`config.mk`:
```
export PLATFORM = sky130hd
export DESIGN_NAME = flag_alu_with_condition_codes_core
export DESIGN_NICKNAME = d
export VERILOG_FILES = /design/src/rtl/falu_pkg.sv /design/src/rtl/flag_alu_with_condition_codes_core.sv
export SDC_FILE = /design/constraint.sdc
export NUM_CORES = 1
export LEC_CHECK = 0
export ABC_AREA = 1
export BUFFER_PORTS_ARGS = -buffer_cell sky130_fd_sc_hd__buf_2
export CELL_PAD_IN_SITES_DETAIL_PLACEMENT = 1
export CELL_PAD_IN_SITES_GLOBAL_PLACEMENT = 1
export CORE_UTILIZATION = 47
export CTS_CLUSTER_DIAMETER = 100
export DETAILED_ROUTE_END_ITERATION = 7
export PLACE_DENSITY = 0.91
export SYNTH_ARGS = -nofsm -noshare
export SYNTH_HDL_FRONTEND = slang
export SYNTH_SLANG_ARGS = --single-unit
```
`constraint.sdc`:
```
create_clock -name aclk -period 7.25 [get_ports aclk]
set_clock_uncertainty 0.15 [all_clocks]
set_input_delay 0.3625 -clock aclk [delete_from_list [all_inputs] [get_ports aclk]]
set_output_delay 0.3625 -clock aclk [all_outputs]
set_load 0.02 [all_outputs]
```
`src/rtl/falu_pkg.sv`:
```
// Opcode and condition-code constants for the flag-keeping ALU.
// Used by flag_alu_with_condition_codes_core; no dependencies.
package falu_pkg;

    localparam int unsigned WORD_W = 32;
    localparam int unsigned OP_W   = 5;
    localparam int unsigned COND_W = 4;
    localparam int unsigned TGT_W  = 2;

    localparam logic [OP_W-1:0] OP_ADD        = 5'd0;
    localparam logic [OP_W-1:0] OP_ADDC       = 5'd1;
    localparam logic [OP_W-1:0] OP_SUB        = 5'd2;
    localparam logic [OP_W-1:0] OP_SUBC       = 5'd3;
    localparam logic [OP_W-1:0] OP_CMP        = 5'd4;
    localparam logic [OP_W-1:0] OP_AND        = 5'd5;
    localparam logic [OP_W-1:0] OP_OR         = 5'd6;
    localparam logic [OP_W-1:0] OP_XOR        = 5'd7;
    localparam logic [OP_W-1:0] OP_SLL        = 5'd8;
    localparam logic [OP_W-1:0] OP_SRL        = 5'd9;
    localparam logic [OP_W-1:0] OP_SRA        = 5'd10;
    localparam logic [OP_W-1:0] OP_EXTSB      = 5'd11;
    localparam logic [OP_W-1:0] OP_EXTSH      = 5'd12;
    localparam logic [OP_W-1:0] OP_TCOND      = 5'd13;
    localparam logic [OP_W-1:0] OP_TESTCOND   = 5'd14;
    localparam logic [OP_W-1:0] OP_BRANCHCOND = 5'd15;
    localparam logic [OP_W-1:0] OP_LOADCOUNT  = 5'd16;

    localparam logic [COND_W-1:0] CC_C    = 4'h0;
    localparam logic [COND_W-1:0] CC_NC   = 4'h1;
    localparam logic [COND_W-1:0] CC_HI   = 4'h2;
    localparam logic [COND_W-1:0] CC_LS   = 4'h3;
    localparam logic [COND_W-1:0] CC_Z    = 4'h4;
    localparam logic [COND_W-1:0] CC_NZ   = 4'h5;
    localparam logic [COND_W-1:0] CC_GT   = 4'h6;
    localparam logic [COND_W-1:0] CC_LE   = 4'h7;
    localparam logic [COND_W-1:0] CC_GE   = 4'h8;
    localparam logic [COND_W-1:0] CC_LT   = 4'h9;
    localparam logic [COND_W-1:0] CC_N    = 4'hA;
    localparam logic [COND_W-1:0] CC_NN   = 4'hB;
    localparam logic [COND_W-1:0] CC_V    = 4'hC;
    localparam logic [COND_W-1:0] CC_NV   = 4'hD;
    localparam logic [COND_W-1:0] CC_LOOP = 4'hE;
    localparam logic [COND_W-1:0] CC_AL   = 4'hF;

    localparam logic [TGT_W-1:0] TGT_ZERO = 2'd0;
    localparam logic [TGT_W-1:0] TGT_NEG  = 2'd1;

    typedef struct packed {
        logic [OP_W-1:0]   opcode;
        logic [WORD_W-1:0] operand_a;
        logic [WORD_W-1:0] operand_b;
        logic              flag_update;
        logic [COND_W-1:0] cond_code;
        logic [TGT_W-1:0]  compare_target;
    } alu_op_t;

endpackage

```
`src/rtl/flag_alu_with_condition_codes_core.sv`:
```
// Top level of the flag-keeping 32-bit ALU with condition-code evaluation.
// Depends on falu_pkg.
//
// Usage:
//   Input channel s_*: s_tdata carries operand_a and operand_b, s_tuser the
//   opcode, flag_update, cond_code and compare_target. Result channel m_*:
//   m_tdata carries the result, m_tuser condition_met and the N Z C V T
//   flags as they stand after the word.
//   Each accepted word lands in an input register; combinational logic
//   computes the result, the new flags and the new loop count, and these
//   are written together into the result register and the status state.
//   Throughput is one word per cycle unless the receiver stalls: the
//   status state feeds straight back into the next word's logic, so
//   words may follow each other every clock.
//   When the receiver stalls, the result register holds and the input
//   register still takes one more word; s_tready drops only once both are
//   full, and no word is dropped or repeated.
//   Reset (aresetn low, synchronous) clears both stages, the flags and the
//   loop count.
module flag_alu_with_condition_codes_core
    import falu_pkg::*;
(
    input  logic        aclk,
    input  logic        aresetn,
    input  logic        s_tvalid,
    output logic        s_tready,
    input  logic [63:0] s_tdata,   // [31:0] operand_a, [63:32] operand_b
    input  logic [11:0] s_tuser,   // [4:0] opcode, [5] flag_update, [9:6] cond_code,
                                   // [11:10] compare_target
    output logic        m_tvalid,
    input  logic        m_tready,
    output logic [31:0] m_tdata,   // [31:0] result
    output logic [5:0]  m_tuser    // [0] condition_met, [1] N, [2] Z, [3] C, [4] V, [5] T
);

    logic              in_valid_reg;
    alu_op_t           in_op_reg;
    logic              out_valid_reg;
    logic [WORD_W-1:0] out_result_reg;
    logic              out_met_reg;

    logic              n_reg, z_reg, c_reg, v_reg, t_reg;
    logic              n_next, z_next, c_next, v_next, t_next;
    logic [WORD_W-1:0] count_reg, count_next;
    logic [WORD_W-1:0] result_next;
    logic              met_next;

    logic              advance;

    assign advance  = in_valid_reg && (!out_valid_reg || m_tready);
    assign s_tready = !in_valid_reg || advance;

    // datapath
    logic [WORD_W-1:0] a, b, b_op, sum;
    logic              cin, sum_c, sum_v;
    logic [WORD_W:0]   sum_w;
    logic [4:0]        sa;
    logic [WORD_W:0]   sll_w, srl_w, sra_w;
    logic [WORD_W-1:0] count_dec;
    logic              cond;
    logic              is_sub;

    assign a  = in_op_reg.operand_a;
    assign b  = in_op_reg.operand_b;
    assign sa = b[4:0];

    always_comb begin
        is_sub = (in_op_reg.opcode == OP_SUB) || (in_op_reg.opcode == OP_SUBC)
                 || (in_op_reg.opcode == OP_CMP);
        b_op = is_sub ? ~b : b;
        unique case (in_op_reg.opcode)
            OP_ADDC, OP_SUBC: cin = c_reg;
            OP_SUB, OP_CMP:   cin = 1'b1;
            default:          cin = 1'b0;
        endcase
        sum_w = {1'b0, a} + {1'b0, b_op} + {{WORD_W{1'b0}}, cin};
        sum   = sum_w[WORD_W-1:0];
        sum_c = sum_w[WORD_W];
        sum_v = ((~(a ^ b_op)) & (a ^ sum)) >> (WORD_W - 1) != '0;
    end

    // bit 32 of sll_w and bit 0 of the right shifts are the last bit out
    assign sll_w = {1'b0, a} << sa;
    assign srl_w = {a, 1'b0} >> sa;
    assign sra_w = $unsigned($signed({a, 1'b0}) >>> sa);

    assign count_dec = count_reg - {{(WORD_W-1){1'b0}}, 1'b1};

    always_comb begin
        unique case (in_op_reg.cond_code)
            CC_C:    cond = c_reg;
            CC_NC:   cond = !c_reg;
            CC_HI:   cond = c_reg && !z_reg;
            CC_LS:   cond = !c_reg || z_reg;
            CC_Z:    cond = z_reg;
            CC_NZ:   cond = !z_reg;
            CC_GT:   cond = (n_reg == v_reg) && !z_reg;
            CC_LE:   cond = (n_reg != v_reg) || z_reg;
            CC_GE:   cond = n_reg == v_reg;
            CC_LT:   cond = n_reg != v_reg;
            CC_N:    cond = n_reg;
            CC_NN:   cond = !n_reg;
            CC_V:    cond = v_reg;
            CC_NV:   cond = !v_reg;
            CC_LOOP: cond = count_reg != '0;
            CC_AL:   cond = 1'b1;
        endcase
    end

    always_comb begin
        result_next = '0;
        met_next    = 1'b0;
        n_next      = n_reg;
        z_next      = z_reg;
        c_next      = c_reg;
        v_next      = v_reg;
        t_next      = t_reg;
        count_next  = count_reg;
        unique case (in_op_reg.opcode)
            OP_ADD, OP_ADDC, OP_SUB, OP_SUBC: begin
                result_next = sum;
                if (in_op_reg.flag_update) begin
                    n_next = sum[WORD_W-1];
                    z_next = sum == '0;
                    c_next = sum_c;
                    v_next = sum_v;
                end
            end
            OP_CMP: begin
                if (in_op_reg.flag_update) begin
                    n_next = sum[WORD_W-1];
                    z_next = sum == '0;
                    c_next = sum_c;
                    v_next = sum_v;
                    if (in_op_reg.compare_target == TGT_ZERO) begin
                        t_next = sum == '0;
                    end else if (in_op_reg.compare_target == TGT_NEG) begin
                        t_next = sum[WORD_W-1];
                    end
                end
            end
            OP_AND, OP_OR, OP_XOR, OP_EXTSB, OP_EXTSH: begin
                unique case (in_op_reg.opcode)
                    OP_AND:   result_next = a & b;
                    OP_OR:    result_next = a | b;
                    OP_XOR:   result_next = a ^ b;
                    OP_EXTSB: result_next = {{(WORD_W-8){a[7]}}, a[7:0]};
                    default:  result_next = {{(WORD_W-16){a[15]}}, a[15:0]};
                endcase
                if (in_op_reg.flag_update) begin
                    n_next = result_next[WORD_W-1];
                    z_next = result_next == '0;
                end
            end
            OP_SLL, OP_SRL, OP_SRA: begin
                unique case (in_op_reg.opcode)
                    OP_SLL: begin
                        result_next = sll_w[WORD_W-1:0];
                        c_next      = sll_w[WORD_W];
                    end
                    OP_SRL: begin
                        result_next = srl_w[WORD_W:1];
                        c_next      = srl_w[0];
                    end
                    default: begin
                        result_next = sra_w[WORD_W:1];
                        c_next      = sra_w[0];
                    end
                endcase
                if (in_op_reg.flag_update) begin
                    n_next = result_next[WORD_W-1];
                    z_next = result_next == '0;
                end else begin
                    c_next = c_reg;
                end
            end
            OP_TCOND: begin
                met_next = cond;
                t_next   = cond;
            end
            OP_TESTCOND: begin
                met_next = cond;
            end
            OP_BRANCHCOND: begin
                if (in_op_reg.cond_code == CC_LOOP) begin
                    if (count_reg != '0) begin
                        count_next = count_dec;
                        met_next   = count_dec != '0;
                    end
                end else begin
                    met_next = cond;
                end
            end
            OP_LOADCOUNT: begin
                count_next = a;
            end
            default: begin
            end
        endcase
    end

    always_ff @(posedge aclk) begin
        if (!aresetn) begin
            in_valid_reg  <= 1'b0;
            out_valid_reg <= 1'b0;
            n_reg         <= 1'b0;
            z_reg         <= 1'b0;
            c_reg         <= 1'b0;
            v_reg         <= 1'b0;
            t_reg         <= 1'b0;
            count_reg     <= '0;
        end else begin
            if (s_tvalid && s_tready) begin
                in_valid_reg <= 1'b1;
            end else if (advance) begin
                in_valid_reg <= 1'b0;
            end
            if (advance) begin
                out_valid_reg <= 1'b1;
                n_reg         <= n_next;
                z_reg         <= z_next;
                c_reg         <= c_next;
                v_reg         <= v_next;
                t_reg         <= t_next;
                count_reg     <= count_next;
            end else if (m_tready) begin
                out_valid_reg <= 1'b0;
            end
        end
    end

    always_ff @(posedge aclk) begin
        if (s_tvalid && s_tready) begin
            in_op_reg.opcode         <= s_tuser[4:0];
            in_op_reg.flag_update    <= s_tuser[5];
            in_op_reg.cond_code      <= s_tuser[9:6];
            in_op_reg.compare_target <= s_tuser[11:10];
            in_op_reg.operand_a      <= s_tdata[31:0];
            in_op_reg.operand_b      <= s_tdata[63:32];
        end
        if (advance) begin
            out_result_reg <= result_next;
            out_met_reg    <= met_next;
        end
    end

    assign m_tvalid = out_valid_reg;
    assign m_tdata  = out_result_reg;
    assign m_tuser  = {t_reg, v_reg, c_reg, z_reg, n_reg, out_met_reg};

endmodule
```
Yosys cells after proc, flatten, opt, wreduce, memory -nomap -nowiden
Index checks and enable logic that the tools add are counted.
Widths: inputs -> output; s select.
{ "totals": {"wordCells": 147, "regBits": 148, "output_inout_bits": 40} }
{ "op_classes": {"shifts": 3, "n_addsub": 3, "mux": 34, "n_eq_ne": 41, "n_bitwise": 8, "n_reduce_logical": 42} }
{ "op_table": {"columns": ["cell", "n"], "rows": [
  ["$mux 32", 5],
  ["$pmux 32 s2", 2],
  ["$pmux 32 s4", 1],
  ["$logic_not 32->1", 3],
  ["$pmux 32 s3", 1],
  ["$xor 32x32->32", 3],
  ["$and 32x32->32", 2],
  ["$not 32->32", 2],
  ["$reduce_bool 32->1", 2],
  ["$eq 5x4->1 const B", 8],
  ["$add 32x32->33", 1],
  ["$add 33x1->33", 1],
  ["$shl 32x5->33", 1],
  ["$shr 33x5->33", 1],
  ["$sshr 33x5->33", 1],
  ["$eq 4x4->1 const B", 8],
  ["$or 32x32->32", 1],
  ["$sub 32x1->32 const B", 1],
  ["$eq 5x3->1 const B", 4],
  ["$mux 1", 17],
  ["$eq 4x3->1 const B", 4],
  ["$pmux 1 s16", 1],
  ["$reduce_and 4->1", 3],
  ["$eq 5x2->1 const B", 2],
  ["26 further kinds", 56]
]} }

Depth between registers and ports, before layout
Gate-level depths: netlist of the first run.
{ "depth": {"word_depth": 10, "ltp_mapped": 27, "depth_no_buf": 26} }

Least setup slack after synthesis of the first run
OpenSTA, ideal clock, no wires.
{ "synth_timing": {"kind": "register to register", "start": "register in_op_reg[73] (netlist bit)", "end": "register t_reg", "arrival_time_ps": 3704, "n_path_buf": 1, "stages_incl_launch_ff": 27, "synth_period_minus_slack_ps": 3924, "required_time_ps": 7030, "setup_slack_ps": 3326, "cell_sequence": "edfxtp_1 -> nor2_1 -> inv_1 -> nor2_1 -> inv_1 -> o21ai_1 -> buf_2 -> xor2_1 -> fa_1 -> fa_1 -> nand3_1 -> nand3_1 -> nand2_1 -> nand2_1 -> nand2_1 -> nand2_1 -> nand2_1 -> nand2_1 -> nand2_1 -> nand2_1 -> nor2_1 -> nand2_1 -> nor2_1 -> nand4_1 -> nand2_1 -> nand2_1 -> a21oi_1"} }
{ "synth_between": {"elab_chain_cells": 10, "word_cells_on_any_way": 22} }
{ "synth_rtl": {"columns": ["item", "line_no", "rtl"], "rows": [
  ["from (decl)", "flag_alu_with_condition_codes_core.sv:37", "alu_op_t in_op_reg;"],
  ["$eq 5x2->1", "flag_alu_with_condition_codes_core.sv:68, flag_alu_with_condition_codes_core.sv:71", null],
  ["$logic_or 1x1->1", "flag_alu_with_condition_codes_core.sv:68", "is_sub = (in_op_reg.opcode == OP_SUB) || (in_op_reg.opcode == OP_SUBC)"],
  ["$logic_or 1x1->1", "flag_alu_with_condition_codes_core.sv:69", "|| (in_op_reg.opcode == OP_CMP);"],
  ["$mux 32", "flag_alu_with_condition_codes_core.sv:70", "b_op = is_sub ? ~b : b;"],
  ["$add 32x32->33", "flag_alu_with_condition_codes_core.sv:76", "sum_w = {1'b0, a} + {1'b0, b_op} + {{WORD_W{1'b0}}, cin};"],
  ["$add 33x1->33", "flag_alu_with_condition_codes_core.sv:76", null],
  ["$logic_not 32->1 / $mux 1 (equally long branches)", "flag_alu_with_condition_codes_core.sv:136, flag_alu_with_condition_codes_core.sv:137", null],
  ["$mux 1", "flag_alu_with_condition_codes_core.sv:135", "if (in_op_reg.compare_target == TGT_ZERO) begin"],
  ["$mux 1", "flag_alu_with_condition_codes_core.sv:130", "if (in_op_reg.flag_update) begin"],
  ["$pmux 1 s2", "flag_alu_with_condition_codes_core.sv:119", "unique case (in_op_reg.opcode)"],
  ["to (signal assigned)", "flag_alu_with_condition_codes_core.sv:224", "t_reg <= t_next;"],
  ["to (decl)", "flag_alu_with_condition_codes_core.sv:42", "logic n_reg, z_reg, c_reg, v_reg, t_reg;"]
]} }
Parallel ways exist; a longest one is shown, timed or not. The select of a mux whose other input is x is not followed.
A chain may end at the register's enable or synchronous reset.

Worst setup path after layout of the first run
Ends and elaborated chain as after synthesis.

==> flow_metrics.env, run 1 <==
export IMPL_nFillCells=4504
export IMPL_slew_headroom_pct=14.7
export IMPL_worstHoldPathType="input port to flop"
export IMPL_final_setup_tns_ns=0
export IMPL_worstSetupEndpointType="flop"
export IMPL_place_congestion=1.01
export IMPL_avgSynthCellArea_um2=6.22
export IMPL_via_per_inst=6.49
export IMPL_multiInputGateArea_um2=9890
export IMPL_antenna_left=0
export IMPL_core_area_um2=32500
export IMPL_cts_htree_levels=4
export IMPL_ios=120
export IMPL_power_leakage_nw=8.77
export IMPL_synth_top_cell_by_area="edfxtp_1"
export IMPL_fp_dieH_um=184
export IMPL_postCtsSetupRepairBufs=0
export IMPL_ys_warn_count=0
export IMPL_wl_mm=86.6
export IMPL_powerDensity_nw_per_um2=173
export IMPL_yosys_register_bits=148
export IMPL_synthDistinctLibCells=43
export IMPL_arrival_ns=6.17
export IMPL_cts_tree="done"
export IMPL_synth_common_cells="nand2_1, nand3_1, inv_1"
export IMPL_yosysTopAreaCellShare_pct=21.1
export IMPL_synth_edf_count=109
export IMPL_ff_latch_area_um2=4050
export IMPL_worstMarginPinSlew_ns=1.28
export IMPL_p_total_mw=3.07
export IMPL_fin_nets=2804
export IMPL_synth_area_leaders="edfxtp_1, nand2_1, nand3_1"
export IMPL_drt_initial_drc_count=2084
export IMPL_whs_endpoint="m_tvalid$_SDFFE_PN0P_"
export IMPL_synth_compound_area_share_pct=10.3
export IMPL_grt_pass1_wl_mm=127
export IMPL_critPathKind="flop to flop"
export IMPL_yosys_area_share_simple_pct=41.2
export IMPL_drc_errors=0
export IMPL_ff2ff_path_depth=26
export IMPL_timing_rr_start="in_op_reg[73]$_DFFE_PP_"
export IMPL_max_freq_ghz=0.169
export IMPL_wl_per_cell_um=28.1
export IMPL_synth_most_common_cell="nand2_1"
export IMPL_syn_nets=2676
export IMPL_required_ns=7.51
export IMPL_min_path_cells=4
export IMPL_post_route_util_pct=54.4
export IMPL_clk_pin_slew_ns=0.08
export IMPL_rsz0062_at_grt="no"
export IMPL_port_buffers=119
export IMPL_antenna_found_initial=9
export IMPL_setup_viol_count_final=0
export IMPL_worstPathMaxFanout=23
export IMPL_grt_use_total_pct=51.2
export IMPL_synthCells=2496
export IMPL_grt_pass1_vias=20452
export IMPL_grt_max_degree=70
export IMPL_root_buffer="clkbuf_16"
export IMPL_rr_endpoint="t_reg$_SDFFE_PN0P_"
export IMPL_dr_pass1_iters=8
export IMPL_placementRows=66
export IMPL_dpl_hpwl_mm=58.0
export IMPL_clk_path_buf_depth=2
export IMPL_crit_path_start_kind="flop"
export IMPL_ys_flop_type="edfxtp_1"
export IMPL_synthMuxAreaShare_pct=0
export IMPL_die_width_um=184
export IMPL_area_delta_synth_final_pct=14.2
export IMPL_cts_buffers=17
export IMPL_status="finished, final reports clean"
export IMPL_synthXorXnorAreaFrac_pct=3.84
export IMPL_cts_sinks=148
export IMPL_r2r_slack_ns=1.33
export IMPL_post_route_period_util_pct=81.6
export IMPL_slew_violations=0
export IMPL_start_util_pct=47.7
export IMPL_seq_area_frac_synth_pct=26.1
export IMPL_synth_adder_area_share_pct=8.16
export IMPL_overflow=0
export IMPL_max_cap_viol_count=0
export IMPL_synthArstFlopShare_pct=0
export IMPL_timing_hold_ws_ns=0.0517
export IMPL_dieArea_um2=33700
export IMPL_ir_drop_uv=191
export IMPL_synth_area_um2=15500
export IMPL_finalHoldViolCount=0
export IMPL_clk_latency_ns=0.49
export IMPL_vias=20020
export IMPL_period_minus_slack_ns=5.92
export IMPL_synth_top_family_by_area="simple AND/OR/NAND/NOR gates"
export IMPL_min_from="m_tready"
export IMPL_drive_gt1_share_pct=7.62
## per-layer routing
metal  vias up  part of all wire, %  track usage (%)
li1       8510                    -                -
met1      9632                   35             56.1
met2      1345                   44             80.1
met3       525                   11             15.9
met4         8                  9.9             45.7
met5         -                0.060                0
## what timing repair did
action | in CTS | in global routing
resized for setup | 0 | 0
hold endpoints to repair | 76 | 0
hold buffers | 76 | 0
## worst max-delay path: stages, from the launching register on
cell and delay [ns]:
edfxtp_1 0.44, nor2_1 0.21, inv_1 0.13, nor2_1 0.14, buf_4 0.31, inv_1 0.33, o21ai_4 0.90, buf_4 0.39
xor2_1 0.23, ha_1 0.34, nand2_1 0.19, inv_1 0.12, nand2_1 0.10, nand2_1 0.14, inv_1 0.15, nand2_1 0.14
a21oi_1 0.32, nand2_1 0.17, nand2_1 0.10, nand2_1 0.11, nor2_1 0.14, nand2_1 0.08, nor2_1 0.14, nand4_1 0.10
nand2_1 0.08, nand2_1 0.05, a21oi_1 0.11
## cell type report
cell class / count / area share, %
Clock inverter: 13 / 0.622
Inverter: 295 / 6.26
Sequential cell: 148 / 22.9
Timing Repair Buffer: 222 / 8.80
Multi-Input combinational cell: 1940 / 55.8
Antenna cell: 4 / 0.0565
Tap cell: 442 / 3.12
Clock buffer: 19 / 2.44
## cell usage in the layout, fill, tap and decap left out, drive strengths merged, types with 76 or more instances in the layout
master       instances
a21oi               82
dlygate4sd3         76
nor2               189
buf                146
o21ai              101
nand2              781
inv                293
ha                  98
edfxtp             109
nand3              461
## where the power goes
group	internal [mW]	total, mW	leakage [nW]	switching, mW
Sequential	0.960	1.04	1.37	0.0806
Clock	0.470	0.917	0.246	0.447
Combinational	0.319	1.12	7.15	0.796
## how the worst max path moves through the flow
stage,startpoint,to,slack [ns],depth (start not counted)
2_1_floorplan,in_op_reg[73]$_DFFE_PP_,t_reg$_SDFFE_PN0P_,3.33,26
3_3_place_gp,in_op_reg[73]$_DFFE_PP_,t_reg$_SDFFE_PN0P_,2.15,22
3_5_place_dp,in_op_reg[73]$_DFFE_PP_,t_reg$_SDFFE_PN0P_,1.89,22
4_1_cts,in_op_reg[73]$_DFFE_PP_,t_reg$_SDFFE_PN0P_,1.80,22
5_1_grt,in_op_reg[73]$_DFFE_PP_,t_reg$_SDFFE_PN0P_,1.27,26
6_report,in_op_reg[73]$_DFFE_PP_,t_reg$_SDFFE_PN0P_,1.33,26
## cells by family after synthesis
family,Yosys count
AND/OR/NAND/NOR,1502
buffers and inverters,408
AO/OA/AOI/OAI,270
flip-flops,148
adder cells (fa/ha/maj),100
XOR/XNOR,68
## through the flow
step | std cells | setup WS [ns] | instance area [µm²]
finish | 3083 | 1.33 | 17700
detailed placement | 2971 | 1.89 | 16400
global placement | 2971 | 2.15 | 16400
global route | 3081 | 1.27 | 17700
CTS | 3079 | 1.80 | 17700
floorplan | 2496 | 3.33 | 15500
No activity file was read; power rests on OpenSTA's default activity.
==> run 2: changes to the inputs <==
--- a/config.mk
+++ b/config.mk
@@ -9,10 +9,10 @@
 export BUFFER_PORTS_ARGS = -buffer_cell sky130_fd_sc_hd__buf_2
 export CELL_PAD_IN_SITES_DETAIL_PLACEMENT = 1
 export CELL_PAD_IN_SITES_GLOBAL_PLACEMENT = 1
-export CORE_UTILIZATION = 47
+export CORE_UTILIZATION = 44
 export CTS_CLUSTER_DIAMETER = 100
 export DETAILED_ROUTE_END_ITERATION = 7
-export PLACE_DENSITY = 0.91
+export PLACE_DENSITY = 0.87
 export SYNTH_ARGS = -nofsm -noshare
 export SYNTH_HDL_FRONTEND = slang
 export SYNTH_SLANG_ARGS = --single-unit
==> constraint.sdc (replaced) <==
create_clock -name aclk -period 5.6 [get_ports aclk]
set_clock_uncertainty 0.15 [all_clocks]
set_input_delay 0.28 -clock aclk [delete_from_list [all_inputs] [get_ports aclk]]
set_output_delay 0.28 -clock aclk [all_outputs]
set_load 0.02 [all_outputs]
==> flow_metrics.env, run 2 (same netlist as run 1, synthesis figures left out) <==
export IMPL_rr_endpoint="t_reg$_SDFFE_PN0P_"
export IMPL_multiInputGateArea_um2=9890
export IMPL_grt_util_met2_pct=74.0
export IMPL_ios=120
export IMPL_post_cts_resized=0
export IMPL_mostFrequentLayoutCells="nand2_1, nand3_1, inv_1"
export IMPL_clk_pin_slew_ns=0.08
export IMPL_drive_gt1_share_pct=8.01
export IMPL_critPathKind="flop to flop"
export IMPL_period_minus_slack_ns=4.98
export IMPL_p_total_mw=3.97
export IMPL_cts_tree="done"
export IMPL_port_buffers=119
export IMPL_hold_buffers=78
export IMPL_clk_path_buf_depth=2
export IMPL_slew_headroom_pct=21.3
export IMPL_grt_util_met3_pct=11.1
export IMPL_placementRows=68
export IMPL_ff2ff_path_depth=23
export IMPL_timing_hold_ws_ns=0.191
export IMPL_drt_initial_drc_count=1663
export IMPL_powerDensity_nw_per_um2=222
export IMPL_finalHoldViolCount=0
export IMPL_place_congestion=1.05
export IMPL_root_buffer="clkbuf_16"
export IMPL_worstHoldPathType="input port to flop"
export IMPL_max_cap_viol_count=0
export IMPL_status="finished, final reports clean"
export IMPL_slew_violations=0
export IMPL_power_leakage_nw=8.85
export IMPL_nFillCells=4702
export IMPL_min_from="aresetn"
export IMPL_antenna_found_initial=2
export IMPL_ff_latch_area_um2=4050
export IMPL_postCtsSetupRepairBufs=0
export IMPL_cts_sinks=148
export IMPL_grt_use_total_pct=45.7
export IMPL_die_width_um=190
export IMPL_fp_dieH_um=190
export IMPL_final_common_cell="nand2_1"
export IMPL_final_setup_tns_ns=0
export IMPL_max_freq_ghz=0.201
export IMPL_core_area_um2=34600
export IMPL_wl_per_cell_um=26.5
export IMPL_worstSetupEndpointType="flop"
export IMPL_via_per_inst=6.24
export IMPL_arrival_ns=5.24
export IMPL_cts_htree_levels=4
export IMPL_cts_buffers=17
export IMPL_start_util_pct=44.8
export IMPL_overflow=0
export IMPL_grt_busiest_layer="met2"
export IMPL_dieArea_um2=36000
export IMPL_grt_pass1_vias=20114
export IMPL_critical_path_slowest_cell="o21ai_4"
export IMPL_area_delta_synth_final_pct=15.0
export IMPL_grt_max_degree=70
export IMPL_vias=19380
export IMPL_critPathMaxStageDelay_ns=0.69
export IMPL_crit_path_start_kind="flop"
export IMPL_post_route_period_util_pct=89.0
export IMPL_clk_latency_ns=0.48
export IMPL_worstMarginPinSlew_ns=1.18
export IMPL_timing_rr_start="in_op_reg[73]$_DFFE_PP_"
export IMPL_dr_pass1_iters=5
export IMPL_whs_endpoint="count_reg[1]$_SDFFE_PN0P_"
export IMPL_fin_nets=2813
export IMPL_cp_common_cell="nand2_1"
export IMPL_drc_errors=0
export IMPL_use_met1_pct=51.5
export IMPL_required_ns=5.85
export IMPL_worstPathCellList="nor2_1 > inv_1 > nor2_1 > inv_1 > o21ai_4 > xor2_1 > ha_1 > nand2_1 > nor2_1 > nand2_1 > inv_1 > nand2_1 > nand2_1 > nand2_1 > nand2_1 > nand2_1 > nor2_1 > nand2_1 > nor2_1 > nand4_1 > nand2_1 > nand2_1 > a21oi_1"
export IMPL_dpl_hpwl_mm=58.6
export IMPL_setup_viol_count_final=0
export IMPL_antenna_left=0
export IMPL_min_path_cells=3
export IMPL_grt_pass1_wl_mm=122
export IMPL_wl_mm=82.2
export IMPL_r2r_slack_ns=0.62
export IMPL_worstPathMaxFanout=15
export IMPL_ir_drop_uv=230
export IMPL_rsz0062_at_grt="no"
[run 2: changes by cell type in the layout (fill, tap and decap cells not counted), sizes merged]
cell,change
clkinv,-4
bufinv,-1
clkbuf,-2
dlygate4sd3,+2
buf,+7
clkinvlp,-5
inv,+12
[run 2: cell type report]
cell class / count / area share [%]
antenna: 4 / 0.0561
clock buffer: 17 / 2.38
clock inverter: 15 / 0.841
inverter: 295 / 6.21
multi-input combinational: 1940 / 55.4
sequential: 148 / 22.7
tap: 455 / 3.19
timing repair buffer: 231 / 9.21
[run 2: report_power, final]
group / internal (mW) / switching (mW) / leakage, nW / total [mW]
Combinational: 0.417 / 0.988 / 7.20 / 1.41
Sequential: 1.24 / 0.106 / 1.37 / 1.35
Clock: 0.598 / 0.620 / 0.283 / 1.22
[run 2: worst max path at each step]
stage	to	depth (start not counted)	from
floorplan	t_reg$_SDFFE_PN0P_	26	in_op_reg[73]$_DFFE_PP_
global placement	t_reg$_SDFFE_PN0P_	22	in_op_reg[73]$_DFFE_PP_
detailed placement	t_reg$_SDFFE_PN0P_	22	in_op_reg[73]$_DFFE_PP_
CTS	t_reg$_SDFFE_PN0P_	22	in_op_reg[73]$_DFFE_PP_
global route	t_reg$_SDFFE_PN0P_	22	in_op_reg[73]$_DFFE_PP_
finish	t_reg$_SDFFE_PN0P_	23	in_op_reg[73]$_DFFE_PP_
[run 2: per-layer routing]
| layer | vias up | part of all wire [%] |
|---|---|---|
| met1 | 9371 | 37 |
| met4 | 0 | 8.2 |
| met3 | 374 | 8.8 |
| met5 | - | 0 |
| li1 | 8545 | - |
| met2 | 1090 | 46 |
[run 2: critical path: cells and delay by family, from the launching register on]
kind / cells / cell delay, ns
and+or+nand+nor: 16 / 2.26
AOI/OAI and AO/OA: 2 / 0.80
buffers and inverters: 3 / 0.49
adders and majority gates: 1 / 0.48
DFF: 1 / 0.44
xor gates and xnor gates: 1 / 0.27
[run 2: per-stage QoR]
step / worst slack, ns / utilization [%] / instances / cell area [µm²]
CTS: 0.809 / 51.5 / 3101 / 17800
detailed placement: 0.874 / 47.6 / 2991 / 16500
finish: 0.618 / 51.5 / 3105 / 17800
global placement: 0.993 / 47.6 / 2991 / 16500
global route: 0.418 / 51.5 / 3101 / 17800
floorplan: 1.68 / - / 2496 / 15500
